**config.mk**
```make
export PLATFORM = sky130hd
export DESIGN_NAME = radix_alphabet_integer_parser_unit
export DESIGN_NICKNAME = d
export VERILOG_FILES = /design/src/rtl/raip_pkg.sv /design/src/rtl/raip_alphabet.sv /design/src/rtl/radix_alphabet_integer_parser_unit.sv
export SDC_FILE = /design/constraint.sdc
export NUM_CORES = 2
export LEC_CHECK = 0
export BUFFER_PORTS_ARGS = -buffer_cell sky130_fd_sc_hd__buf_2
export CORE_MARGIN = 8
export CORE_UTILIZATION = 35
export CTS_CLUSTER_DIAMETER = 60
export DETAILED_ROUTE_END_ITERATION = 10
export PLACE_DENSITY = 0.55
export REMOVE_ABC_BUFFERS = 1
export SLEW_MARGIN = 10
export SYNTH_ARGS = -nofsm -noshare
export SYNTH_HDL_FRONTEND = slang
export SYNTH_SLANG_ARGS = --single-unit
```
**constraint.sdc**
```tcl
create_clock -name clock -period 7.44 [get_ports clock]
set_input_delay 0.744 -clock clock [delete_from_list [all_inputs] [get_ports clock]]
set_output_delay 0.744 -clock clock [all_outputs]
set_load 0.005 [all_outputs]
```
**src/rtl/raip_pkg.sv**
```systemverilog
// Shared types, constants and helpers for the radix alphabet integer parser.
// No dependencies; imported by raip_alphabet, the top level and the testbench.
package raip_pkg;

   localparam int RADIX_W          = 5;
   localparam int CFG_W            = 64;
   localparam int CSR_ADDR_W       = 5;
   localparam int ALPHABET_SYMBOLS = 16;
   localparam int SYM_INDEX_W      = 4;
   localparam int MAX_SYMBOLS_DEF  = 16;
   localparam int VALUE_WIDTH_DEF  = 32;

   localparam logic [RADIX_W-1:0] RADIX_RESET      = 5'd10;
   localparam logic [CFG_W-1:0]   ALPHA_LOW_RESET  = 64'h3736_3534_3332_3130;
   localparam logic [CFG_W-1:0]   ALPHA_HIGH_RESET = 64'h0000_0000_0000_3938;

   localparam logic [7:0] CHAR_NUL   = 8'h00;
   localparam logic [7:0] CHAR_TAB   = 8'h09;
   localparam logic [7:0] CHAR_CR    = 8'h0D;
   localparam logic [7:0] CHAR_SPACE = 8'h20;
   localparam logic [7:0] CHAR_PLUS  = 8'h2B;
   localparam logic [7:0] CHAR_MINUS = 8'h2D;

   typedef enum logic [1:0] {
      REG_RADIX_LENGTH  = 2'd0,
      REG_ALPHABET_LOW  = 2'd1,
      REG_ALPHABET_HIGH = 2'd2
   } reg_index_type;

   typedef enum logic [3:0] {
      PH_SPACE = 4'b0001,
      PH_SIGN  = 4'b0010,
      PH_DIGIT = 4'b0100,
      PH_DONE  = 4'b1000
   } phase_type;

   typedef struct packed {
      logic                   hit;
      logic [SYM_INDEX_W-1:0] index;
   } digit_type;

   function automatic logic is_space(input logic [7:0] c);
      return (c inside {[CHAR_TAB:CHAR_CR]}) || (c == CHAR_SPACE);
   endfunction

   function automatic logic is_sign(input logic [7:0] c);
      return (c == CHAR_PLUS) || (c == CHAR_MINUS);
   endfunction

endpackage

```
**src/rtl/raip_alphabet.sv**
```systemverilog
// Alphabet checker and digit lookup for the radix alphabet integer parser.
// Depends on raip_pkg.
module raip_alphabet #(
   parameter int MAX_SYMBOLS = raip_pkg::MAX_SYMBOLS_DEF
) (
   input  logic                         clock,
   input  logic [raip_pkg::RADIX_W-1:0] radix_length,
   input  logic [raip_pkg::CFG_W-1:0]   alphabet_low,
   input  logic [raip_pkg::CFG_W-1:0]   alphabet_high,
   input  logic [7:0]                   character,
   output logic                         alphabet_valid,
   output raip_pkg::digit_type          digit
);
   import raip_pkg::*;

   logic [2*CFG_W-1:0] word;
   logic [7:0]         sym [MAX_SYMBOLS];
   logic               used [MAX_SYMBOLS];
   logic               valid_in;
   logic               valid_ff;

   assign word = {alphabet_high, alphabet_low};

   always_comb begin
      for (int i = 0; i < MAX_SYMBOLS; i++) begin
         sym[i]  = word[8*i +: 8];
         used[i] = (RADIX_W'(i) < radix_length);
      end
   end

   // Check length, forbidden symbols and duplicates among the used symbols
   always_comb begin
      valid_in = (radix_length >= RADIX_W'(2)) && (radix_length <= RADIX_W'(MAX_SYMBOLS));
      for (int i = 0; i < MAX_SYMBOLS; i++) begin
         if (used[i] && ((sym[i] == CHAR_NUL) || is_space(sym[i]) || is_sign(sym[i])))
            valid_in = 1'b0;
         for (int j = i + 1; j < MAX_SYMBOLS; j++) begin
            if (used[j] && (sym[i] == sym[j]))
               valid_in = 1'b0;
         end
      end
   end

   // Refresh every cycle; the registers settle during reset
   always_ff @(posedge clock) begin
      valid_ff <= valid_in;
   end

   assign alphabet_valid = valid_ff;

   // Symbols are distinct whenever the result is used, so OR the matches
   always_comb begin
      digit = '0;
      for (int i = 0; i < MAX_SYMBOLS; i++) begin
         if (used[i] && (sym[i] == character)) begin
            digit.hit   = 1'b1;
            digit.index = digit.index | SYM_INDEX_W'(i);
         end
      end
   end

endmodule

```
**src/rtl/radix_alphabet_integer_parser_unit.sv**
```systemverilog
// Top level of the radix alphabet integer parser: stream ports, register file
// and parse datapath. Depends on raip_pkg and raip_alphabet.
//
// Parses one signed integer per string from a stream of characters, one
// character per transaction. A transaction with req_tuser set restarts the
// parse: leading whitespace is skipped, a run of '+' and '-' folds into a
// sign, then digits from the configured alphabet accumulate as
// value * radix + index, wrapping at VALUE_WIDTH bits. The first character
// that is not a digit (the terminating zero byte at the latest) produces one
// response transaction; later characters are dropped until the next restart.
// If the alphabet fails its check (length outside 2..MAX_SYMBOLS, a zero
// byte, whitespace, a sign or a duplicate) the first active character gives
// value 0 with the valid flag clear. One character is taken every cycle while
// the receiver keeps up. A character is held in the input register, and its
// response is loaded from there into the result register, from which the
// receiver takes it; these two register stages lie between a character and
// its response. Write the registers only while no string is being parsed.
module radix_alphabet_integer_parser_unit #(
   parameter int MAX_SYMBOLS = raip_pkg::MAX_SYMBOLS_DEF,
   parameter int VALUE_WIDTH = raip_pkg::VALUE_WIDTH_DEF
) (
   input  logic                            clock,
   input  logic                            reset,
   // Input stream
   input  logic                            req_tvalid,
   output logic                            req_tready,
   input  logic [7:0]                      req_tdata,   // [7:0] character
   input  logic [0:0]                      req_tuser,   // [0] first
   // Result stream
   output logic                            rsp_tvalid,
   input  logic                            rsp_tready,
   output logic [((VALUE_WIDTH+7)/8)*8-1:0] rsp_tdata,  // [VALUE_WIDTH-1:0] value
   output logic [0:0]                      rsp_tuser,   // [0] alphabet_valid
   // Register port
   input  logic                            csr_psel,
   input  logic                            csr_penable,
   input  logic                            csr_pwrite,
   input  logic [raip_pkg::CSR_ADDR_W-1:0] csr_paddr,
   input  logic [raip_pkg::CFG_W-1:0]      csr_pwdata,
   output logic [raip_pkg::CFG_W-1:0]      csr_prdata,
   output logic                            csr_pready
);
   import raip_pkg::*;

   localparam int RSP_DATA_W = ((VALUE_WIDTH + 7) / 8) * 8;

   // Registers
   logic [RADIX_W-1:0] radix_ff;
   logic [CFG_W-1:0]   alpha_low_ff;
   logic [CFG_W-1:0]   alpha_high_ff;
   reg_index_type      reg_index;
   logic               csr_write;

   // Input register
   logic               in_valid_ff;
   logic [7:0]         char_ff;
   logic               first_ff;

   // Parse state
   phase_type               phase_ff, phase_in;
   logic                    neg_ff, neg_in;
   logic [VALUE_WIDTH-1:0]  acc_ff, acc_in;

   // Result register
   logic                    out_valid_ff;
   logic [VALUE_WIDTH-1:0]  value_ff, value_in;
   logic                    flag_ff, flag_in;
   logic                    result;

   logic                    fire;
   logic                    alphabet_valid;
   digit_type               digit;

   phase_type               ph;
   logic                    neg;
   logic [VALUE_WIDTH-1:0]  acc;
   logic [VALUE_WIDTH-1:0]  product;

   // ---------------------------------------------------------------------
   // Register port: a write lands on the access cycle; pready stays high
   // ---------------------------------------------------------------------
   assign csr_pready = 1'b1;
   assign csr_write  = csr_psel && csr_penable && csr_pwrite;
   assign reg_index  = reg_index_type'(csr_paddr[CSR_ADDR_W-1:3]);

   always_ff @(posedge clock) begin
      if (reset) begin
         radix_ff      <= RADIX_RESET;
         alpha_low_ff  <= ALPHA_LOW_RESET;
         alpha_high_ff <= ALPHA_HIGH_RESET;
      end else if (csr_write) begin
         case (reg_index)
            REG_RADIX_LENGTH:  radix_ff      <= csr_pwdata[RADIX_W-1:0];
            REG_ALPHABET_LOW:  alpha_low_ff  <= csr_pwdata;
            REG_ALPHABET_HIGH: alpha_high_ff <= csr_pwdata;
            default: ;
         endcase
      end
   end

   always_comb begin
      case (reg_index)
         REG_RADIX_LENGTH:  csr_prdata = {{(CFG_W-RADIX_W){1'b0}}, radix_ff};
         REG_ALPHABET_LOW:  csr_prdata = alpha_low_ff;
         REG_ALPHABET_HIGH: csr_prdata = alpha_high_ff;
         default:           csr_prdata = '0;
      endcase
   end

   // ---------------------------------------------------------------------
   // Alphabet check and digit lookup
   // ---------------------------------------------------------------------
   raip_alphabet #(
      .MAX_SYMBOLS (MAX_SYMBOLS)
   ) u_alphabet (
      .clock          (clock),
      .radix_length   (radix_ff),
      .alphabet_low   (alpha_low_ff),
      .alphabet_high  (alpha_high_ff),
      .character      (char_ff),
      .alphabet_valid (alphabet_valid),
      .digit          (digit)
   );

   // ---------------------------------------------------------------------
   // Handshake: the held character advances whenever the result register
   // is free or being emptied, so a new transaction can enter every cycle
   // while the receiver keeps up
   assign fire       = in_valid_ff && (!out_valid_ff || rsp_tready);
   assign req_tready = !in_valid_ff || fire;

   always_ff @(posedge clock) begin
      if (reset) begin
         in_valid_ff <= 1'b0;
      end else if (req_tready) begin
         in_valid_ff <= req_tvalid;
      end
   end

   always_ff @(posedge clock) begin
      if (req_tready && req_tvalid) begin
         char_ff  <= req_tdata;
         first_ff <= req_tuser[0];
      end
   end

   // ---------------------------------------------------------------------
   // Parse step for the held character
   // ---------------------------------------------------------------------
   assign ph      = first_ff ? PH_SPACE : phase_ff;
   assign neg     = first_ff ? 1'b0 : neg_ff;
   assign acc     = first_ff ? '0 : acc_ff;
   assign product = acc * {{(VALUE_WIDTH-RADIX_W){1'b0}}, radix_ff};

   always_comb begin
      phase_in = ph;
      neg_in   = neg;
      acc_in   = acc;
      result   = 1'b0;
      value_in = '0;
      flag_in  = 1'b0;
      if (ph != PH_DONE) begin
         if (!alphabet_valid) begin
            // Bad alphabet: report zero and stop
            phase_in = PH_DONE;
            result   = 1'b1;
         end else if ((ph == PH_SPACE) && is_space(char_ff)) begin
            // Skip leading whitespace
            phase_in = PH_SPACE;
         end else if (((ph == PH_SPACE) || (ph == PH_SIGN)) && is_sign(char_ff)) begin
            phase_in = PH_SIGN;
            neg_in   = neg ^ (char_ff == CHAR_MINUS);
         end else if (digit.hit) begin
            phase_in = PH_DIGIT;
            acc_in   = product + {{(VALUE_WIDTH-SYM_INDEX_W){1'b0}}, digit.index};
         end else begin
            // First non-digit ends the parse
            phase_in = PH_DONE;
            result   = 1'b1;
            value_in = neg ? (~acc + 1'b1) : acc;
            flag_in  = 1'b1;
         end
      end
   end

   always_ff @(posedge clock) begin
      if (reset) begin
         phase_ff <= PH_DONE;
         neg_ff   <= 1'b0;
         acc_ff   <= '0;
      end else if (fire) begin
         phase_ff <= phase_in;
         neg_ff   <= neg_in;
         acc_ff   <= acc_in;
      end
   end

   // ---------------------------------------------------------------------
   // Result register: hold until taken
   // ---------------------------------------------------------------------
   always_ff @(posedge clock) begin
      if (reset) begin
         out_valid_ff <= 1'b0;
      end else if (fire) begin
         out_valid_ff <= result;
      end else if (rsp_tready) begin
         out_valid_ff <= 1'b0;
      end
   end

   always_ff @(posedge clock) begin
      if (fire && result) begin
         value_ff <= value_in;
         flag_ff  <= flag_in;
      end
   end

   assign rsp_tvalid = out_valid_ff;
   assign rsp_tdata  = RSP_DATA_W'(value_ff);
   assign rsp_tuser  = flag_ff;

endmodule

```
## Word-level counts from Yosys, hierarchy flattened

Index checks and enable logic that the tools add are counted.

| word-level totals | value |
|---|---|
| RAM bits | 0 |
| bits in registers | 215 |
| memory bits (read-only) | 0 |
| word-level logic and storage cells | 578 |
| memories kept | 0 |
| latch bits | 0 |

| cells by class | value |
|---|---|
| bitwise logic cells | 4 |
| multiplexer cells | 42 |
| shift-type cells | 0 |
| add/subtract/negate cells | 2 |
| equality and inequality tests | 192 |
| $lt $le $gt $ge | 52 |
| div/mod/pow operators | 0 |
| reductions and logical operators | 272 |
| $mul | 1 |

Operator list:

| operator | number |
|---|---|
| equality test 8 bit | 136 |
| equality test 8 x 6 -> 1 bit (second input constant) | 51 |
| 2-to-1 mux 32 bit | 7 |
| one-hot mux 64 bit (3 select lines) | 1 |
| logical AND 1 bit | 177 |
| greater-or-equal comparator 8 x 4 -> 1 bit (second input constant) | 17 |
| less-or-equal comparator 8 x 4 -> 1 bit (second input constant) | 17 |
| OR reduction 136 bit | 1 |
| zero test 8 bit | 16 |
| 2-to-1 mux 5 bit | 16 |
| logical OR 1 bit | 69 |
| < comparator 4 x 5 -> 1 bit (first input constant) | 8 |
| adder 32 x 1 -> 32 bit (second input constant) | 1 |
| adder 32 x 4 -> 32 bit | 1 |
| multiplier 32 x 5 -> 32 bit | 1 |
| inverter 32 bit | 1 |
| 2-to-1 mux 4 bit | 6 |
| < comparator 3 x 5 -> 1 bit (first input constant) | 4 |
| 2-to-1 mux 1 bit | 12 |
| < comparator 1 x 5 -> 1 bit (first input constant) | 2 |
| < comparator 2 x 5 -> 1 bit (first input constant) | 2 |
| AND reduction 2 bit | 4 |
| greater-or-equal comparator 5 x 2 -> 1 bit (second input constant) | 1 |
| less-or-equal comparator 5 bit (second input constant) | 1 |
| other kinds (11) | 13 |

## Depth between registers and ports, before layout

| depth | value |
|---|---|
| depth after elaboration | 24 |
| gate-level depth with buffers | 24 |
| gate-level depth less buffers | 22 |

## Hierarchy

A second synthesis with hierarchy kept.

| unflattened totals | value |
|---|---|
| cell total of the unflattened synthesis | 3654 |
| area, all modules | 28635.0 µm² |

Modules (own cells, without submodules):

| module | sequential area each (µm²) | area an instance (µm²) | times used | cells each |
|---|---|---|---|---|
| raip_alphabet | 20.0 | 14538.9 | 1 | 1965 |
| radix_alphabet_integer_parser_unit | 4704.5 | 14096.0 | 1 | 1689 |

## Least setup slack after synthesis

Ideal clock, no wire load.

| timing | value |
|---|---|
| path type | register to register |
| start | register radix_ff[4] |
| end | register acc_ff[29] |
| data arrival time | 5.041 ns |
| setup time | 0.101 ns |
| path slack | 2.298 ns |
| stages on the path, launching flop included | 21 |
| clock period less this slack | 5.142 ns |
| cell sequence | dfxtp_1 > buf_2 > clkbuf_1 > nor2b_1 > clkbuf_1 > clkbuf_1 > nand2_1 > fa_1 > inv_1 > fa_1 > fa_1 > ha_1 > and3_1 > nand3_1 > a211oi_1 > nor2_1 > o21ai_0 > o21a_1 > a211oi_1 > a41o_1 > o41ai_1 |

| between the ends | value |
|---|---|
| word-level cells in the longest chain between the ends | 23 |
| elaborated cells on any way between the ends | 55 |
| classes of those cells | add/sub (1); mul (1); order compare (16); mux (21); reduce/logical (16) |

RTL lines:

| item | line | RTL |
|---|---|---|
| start: declaration | radix_alphabet_integer_parser_unit.sv:48 | `logic [RADIX_W-1:0] radix_ff;` |
| start signal: assignment | radix_alphabet_integer_parser_unit.sv:93 | `REG_RADIX_LENGTH: radix_ff <= csr_pwdata[RADIX_W-1:0];` |
| < comparator 1 x 5 -> 1 bit | raip_alphabet.sv:27 | `used[i] = (RADIX_W'(i) < radix_length);` |
| logical AND 1 bit | raip_alphabet.sv:55 | `if (used[i] && (sym[i] == character)) begin` |
| 2-to-1 mux 5 bit (15 in a row) | raip_alphabet.sv:55 |  |
| adder 32 x 4 -> 32 bit / 2-to-1 mux 5 bit (equally long branches) | radix_alphabet_integer_parser_unit.sv:175, raip_alphabet.sv:55 |  |
| 2-to-1 mux 32 bit * | radix_alphabet_integer_parser_unit.sv:173 | `end else if (digit.hit) begin` |
| 2-to-1 mux 32 bit * | radix_alphabet_integer_parser_unit.sv:170 | `end else if (((ph == PH_SPACE) \|\| (ph == PH_SIGN)) && is_sign(char_ff)) begin` |
| 2-to-1 mux 32 bit * | radix_alphabet_integer_parser_unit.sv:167 | `end else if ((ph == PH_SPACE) && is_space(char_ff)) begin` |
| 2-to-1 mux 32 bit * | radix_alphabet_integer_parser_unit.sv:163 | `if (!alphabet_valid) begin` |
| 2-to-1 mux 32 bit * | radix_alphabet_integer_parser_unit.sv:162 | `if (ph != PH_DONE) begin` |
| end signal: assignment | radix_alphabet_integer_parser_unit.sv:194 | `acc_ff <= acc_in;` |
| end: declaration | radix_alphabet_integer_parser_unit.sv:62 | `logic [VALUE_WIDTH-1:0] acc_ff, acc_in;` |

Every way passes the cells marked *; elsewhere a longest branch is shown, timed or not.
A chain may end at the register's enable or synchronous reset.

## Worst setup path in the final report

| timing | value |
|---|---|
| start | register char_ff[4] |
| end | register acc_ff[28] |

| between the ends | value |
|---|---|
| word-level cells in the longest chain between the ends | 23 |
| elaborated cells on any way between the ends | 64 |
| classes of those cells | add/sub (1); order compare (2); eq/ne (19); mux (21); reduce/logical (21) |

RTL lines:

| item | line | RTL |
|---|---|---|
| start: declaration | radix_alphabet_integer_parser_unit.sv:56 | `logic [7:0] char_ff;` |
| start signal: assignment | radix_alphabet_integer_parser_unit.sv:142 | `char_ff <= req_tdata;` |
| equality test 8 bit | raip_alphabet.sv:55 |  |
| logical AND 1 bit | raip_alphabet.sv:55 |  |
| 2-to-1 mux 5 bit (15 in a row) | raip_alphabet.sv:55 |  |
| adder 32 x 4 -> 32 bit / 2-to-1 mux 5 bit (equally long branches) | radix_alphabet_integer_parser_unit.sv:175, raip_alphabet.sv:55 |  |
| 2-to-1 mux 32 bit | radix_alphabet_integer_parser_unit.sv:173 |  |
| 2-to-1 mux 32 bit | radix_alphabet_integer_parser_unit.sv:170 |  |
| 2-to-1 mux 32 bit * | radix_alphabet_integer_parser_unit.sv:167 |  |
| 2-to-1 mux 32 bit * | radix_alphabet_integer_parser_unit.sv:163 |  |
| 2-to-1 mux 32 bit * | radix_alphabet_integer_parser_unit.sv:162 |  |

Marked as above.

==> summary.md <==
| Metric | Value |
|---|---|
| Die W | `around 300 µm` |
| TritonRoute pass-1 iters | `6` |
| Outcome | `completed` |
| Clock-pin slew on the worst setup and hold paths | `~0.050 ns` |
| Worst-path fanout max | `11` |
| Setup TNS | `0 ns` |
| Final Hold Fails | `0` |
| LEAKAGE | `approximately 13 nW` |
| Met2 WL | `~52 mm` |
| CP Launch Type | `flop` |
| DP HPWL | `a little under 80 mm` |
| Clock Skews | `approximately 0.037 ns` |
| Total power | `3.48 mW` |
| Post-CTS sizing | `0` |
| Initial Util | `a little over a third` |
| Synth async-reset ratio | `0%` |
| # nets final | `roughly 3800` |
| DIE HEIGHT | `~300 µm` |
| Worst slew pin tran | `1.23 ns` |
| CP endpoint kind | `flop` |
| Vias in the first global route | `approximately 26000` |
| Internal | `about 2.4 mW` |
| VDD IR-drop max | `~0.13 mV` |
| Top cell type's share of synthesized area | `roughly a fifth` |
| # IOs | `roughly 190` |
| Share of layout cells above drive strength 1 | `a little under an eighth` |
| Final Critical Period | `between 6 and 7 ns` |
| CTS tree | `done` |
| Area of the die | `89900 µm²` |
| PwrDens | `112 nW/µm²` |
| Top Metal Used | `met5` |
| Most used DFF post-synth | `dfxtp_1` |
| Period utilization | `91.1%` |
| Post-Syn Area | `28200 µm²` |
| Port buffer count | `180` |
| Cells after Synth | `between 3000 and 4000` |
| Num CTS Buffers | `35` |
| Row count | `between 100 and 150` |
| Final Max Slew Viols | `0` |
| GRT Resource Usage Total | `between 20% and 30%` |
| HP Class | `in -> reg` |
| Distinct cells, synth | `77` |
| Ys Warns | `0` |
| Total congestion overflow | `0` |
| Via/cell ratio | `~6` |
| Most frequent cells after synthesis | `608 x xnor2_1, 554 x xor2_1, 397 x nand2_1` |
| Largest net degree at the start of global routing | `a little under 70` |
| Final Util | `38.9%` |
| Total Wirelength | `122 mm` |
| Max-Cap Viols | `0` |
| Req. time, crit path | `7.92 ns` |
| Combinational power share | `16.4%` |
| Max Clk Rate | `approximately 0.15 GHz` |
| EDFF count, synth | `42` |
| Met3 Routed Length | `between 10 and 15 mm` |
| Synth area leader | `xnor2_1` |
| Clock root buffer | `clkbuf_16` |
| Worst skew pair latency | `0.57 ns` |
| Initial drt markers | `about 3300` |
| Post-synthesis sequential area ratio | `about 17%` |
| CTS sink cnt | `roughly 220` |
| Synth-to-layout area growth | `10.6%` |
| First-pass GRT wire length | `around 180 mm` |
| Initial antenna violation count | `11` |
| Core Region | `~80000 µm²` |
| FF+latch count, synth | `about 220` |
| Sw Share | `a little under a third` |
| Clock power share | `48.0%` |
| Cts hold-fix bufs | `0` |
| Top-count cell post-synth | `xnor2_1` |
| Worst EP arrival | `between 7 and 8 ns` |
| Via count | `approximately 27000` |
| Min Hold Slack | `between 0.3 and 0.4 ns` |
| Sw power | `1.07 mW` |
| Final GP Congestion | `approximately 0.99` |
| CTS Buffer Depth | `3` |
| Sequential Power Share | `35.6%` |
| Final ANT Viol Nets | `0` |
| Setup bufs post-CTS | `0` |
| Wire length on met1 | `49.0 mm` |
| Routed WL per cell | `26.1 µm` |
| Relative slew slack | `around 18%` |
| Final setup fails | `0` |
| H-Tree Depth | `2` |
| DRC viols | `0` |
| Syn avg cell area | `slightly below 8 µm²` |
| RSZ-0062 raised after global routing | `no` |
| Top post-synthesis cells by area | `xnor2_1 19%, xor2_1 17%, dfxtp_1 12%` |
| Setup CP Type | `reg -> reg` |
[flip-flops by register name, indices dropped and copies added (netlist names)]
name,flops
in_valid_ff,1
rsp_tuser,1
alpha_low_ff,64
u_alphabet.alphabet_valid,1
neg_ff,1
radix_ff,5
rsp_tvalid,1
phase_ff,4
alpha_high_ff,64
first_ff,1
rsp_tdata,32
acc_ff,32
char_ff,8
[stage by stage]
stage	std cells	instance area [µm²]	setup slack, ns
5_1_grt	4675	31200	0.442
4_1_cts	4673	31200	1.04
6_report	4676	31200	0.663
3_5_place_dp	4610	30000	1.09
3_3_place_gp	4610	30000	1.09
2_1_floorplan	3192	26400	1.87
[power groups by stage]
stage          Combinational [mW]  Clock, mW  Sequential, mW
3_5_place_dp                0.556          0            1.26
4_1_cts                     0.559       1.71            1.24
5_1_grt                     0.605       1.76            1.24
2_1_floorplan               0.257          0            1.32
6_report                    0.570       1.67            1.24
3_3_place_gp                0.551          0            1.26
[final cells by class]
| class | instances | area (µm²) |
|---|---|---|
| Antenna cell | 3 | 7.51 |
| Multi-Input combinational cell | 2890 | 21400 |
| Inverter | 87 | 327 |
| Sequential cell | 215 | 4720 |
| Fill cell | 8373 | 49000 |
| Clock inverter | 14 | 160 |
| Tap cell | 1060 | 1330 |
| Timing Repair Buffer | 358 | 2250 |
| Clock buffer | 49 | 1000 |
[layout by cell type, fill, tap and decap left out, types with 11 or more instances in the layout]
master,netlist,final
nand2b_1,25,25
o41ai_1,16,16
mux2i_1,11,11
a22oi_1,12,12
a21o_1,11,11
o31ai_1,11,11
nor2b_1,19,14
ha_1,63,63
nor2_1,117,117
o21ai_0,40,40
nor3_1,55,55
and2_1,68,68
nand4_1,153,153
nor4_1,161,161
xnor2_1,608,608
a21oi_1,179,179
buf_2,126,179
clkbuf_16,0,36
edfxtp_1,42,42
nand3_1,74,74
buf_4,8,178
xor2_1,554,554
dfxtp_1,173,173
a31oi_1,32,32
fa_1,86,86
a22o_1,70,70
nand2_1,397,397
inv_1,86,86
[metal layers]
layer / vias up / global-route usage (%)
li1: 12000 / -
met2: 1660 / 39.2
met1: 13200 / 33.7
met3: 444 / 6.62
met4: 4 / 14.3
met5: - / 0
[cells by family after synthesis]
family                   share of synthesized area [%]
flip-flops                                        16.8
XOR/XNOR                                          36.1
multiplexers                                     0.391
AND/OR/NAND/NOR                                   19.9
AO/OA/AOI/OAI                                     10.4
buffers and inverters                             7.52
adder cells (fa/ha/maj)                           8.90
other                                           0.0133
[worst paths after layout]
kind,from,end,slack (ns),depth (start not counted)
max,char_ff[4],acc_ff[28],0.66,20
min,req_tdata[5],char_ff[5],0.37,1
max reg2reg,char_ff[4],acc_ff[28],0.66,20
min reg2reg,phase_ff[2],phase_ff[2],0.50,2
[worst max-delay path, cell delays in order, from the launching register on]
cell      delay, ns
edfxtp_1       0.89
buf_4          0.48
xnor2_1        0.16
nand4_1        0.20
nor3_1         0.99
and4b_1        0.31
nand3_1        0.12
fa_1           0.44
ha_1           0.23
fa_1           0.54
inv_1          0.07
fa_1           0.43
nor2b_1        0.20
o31ai_1        0.12
a31o_1         0.21
and4_1         0.23
o311ai_1       0.48
a41oi_1        0.21
xnor2_1        0.17
nand2b_1       0.07
a21oi_1        0.14
Note: power is estimated with default switching activity, not from simulation.
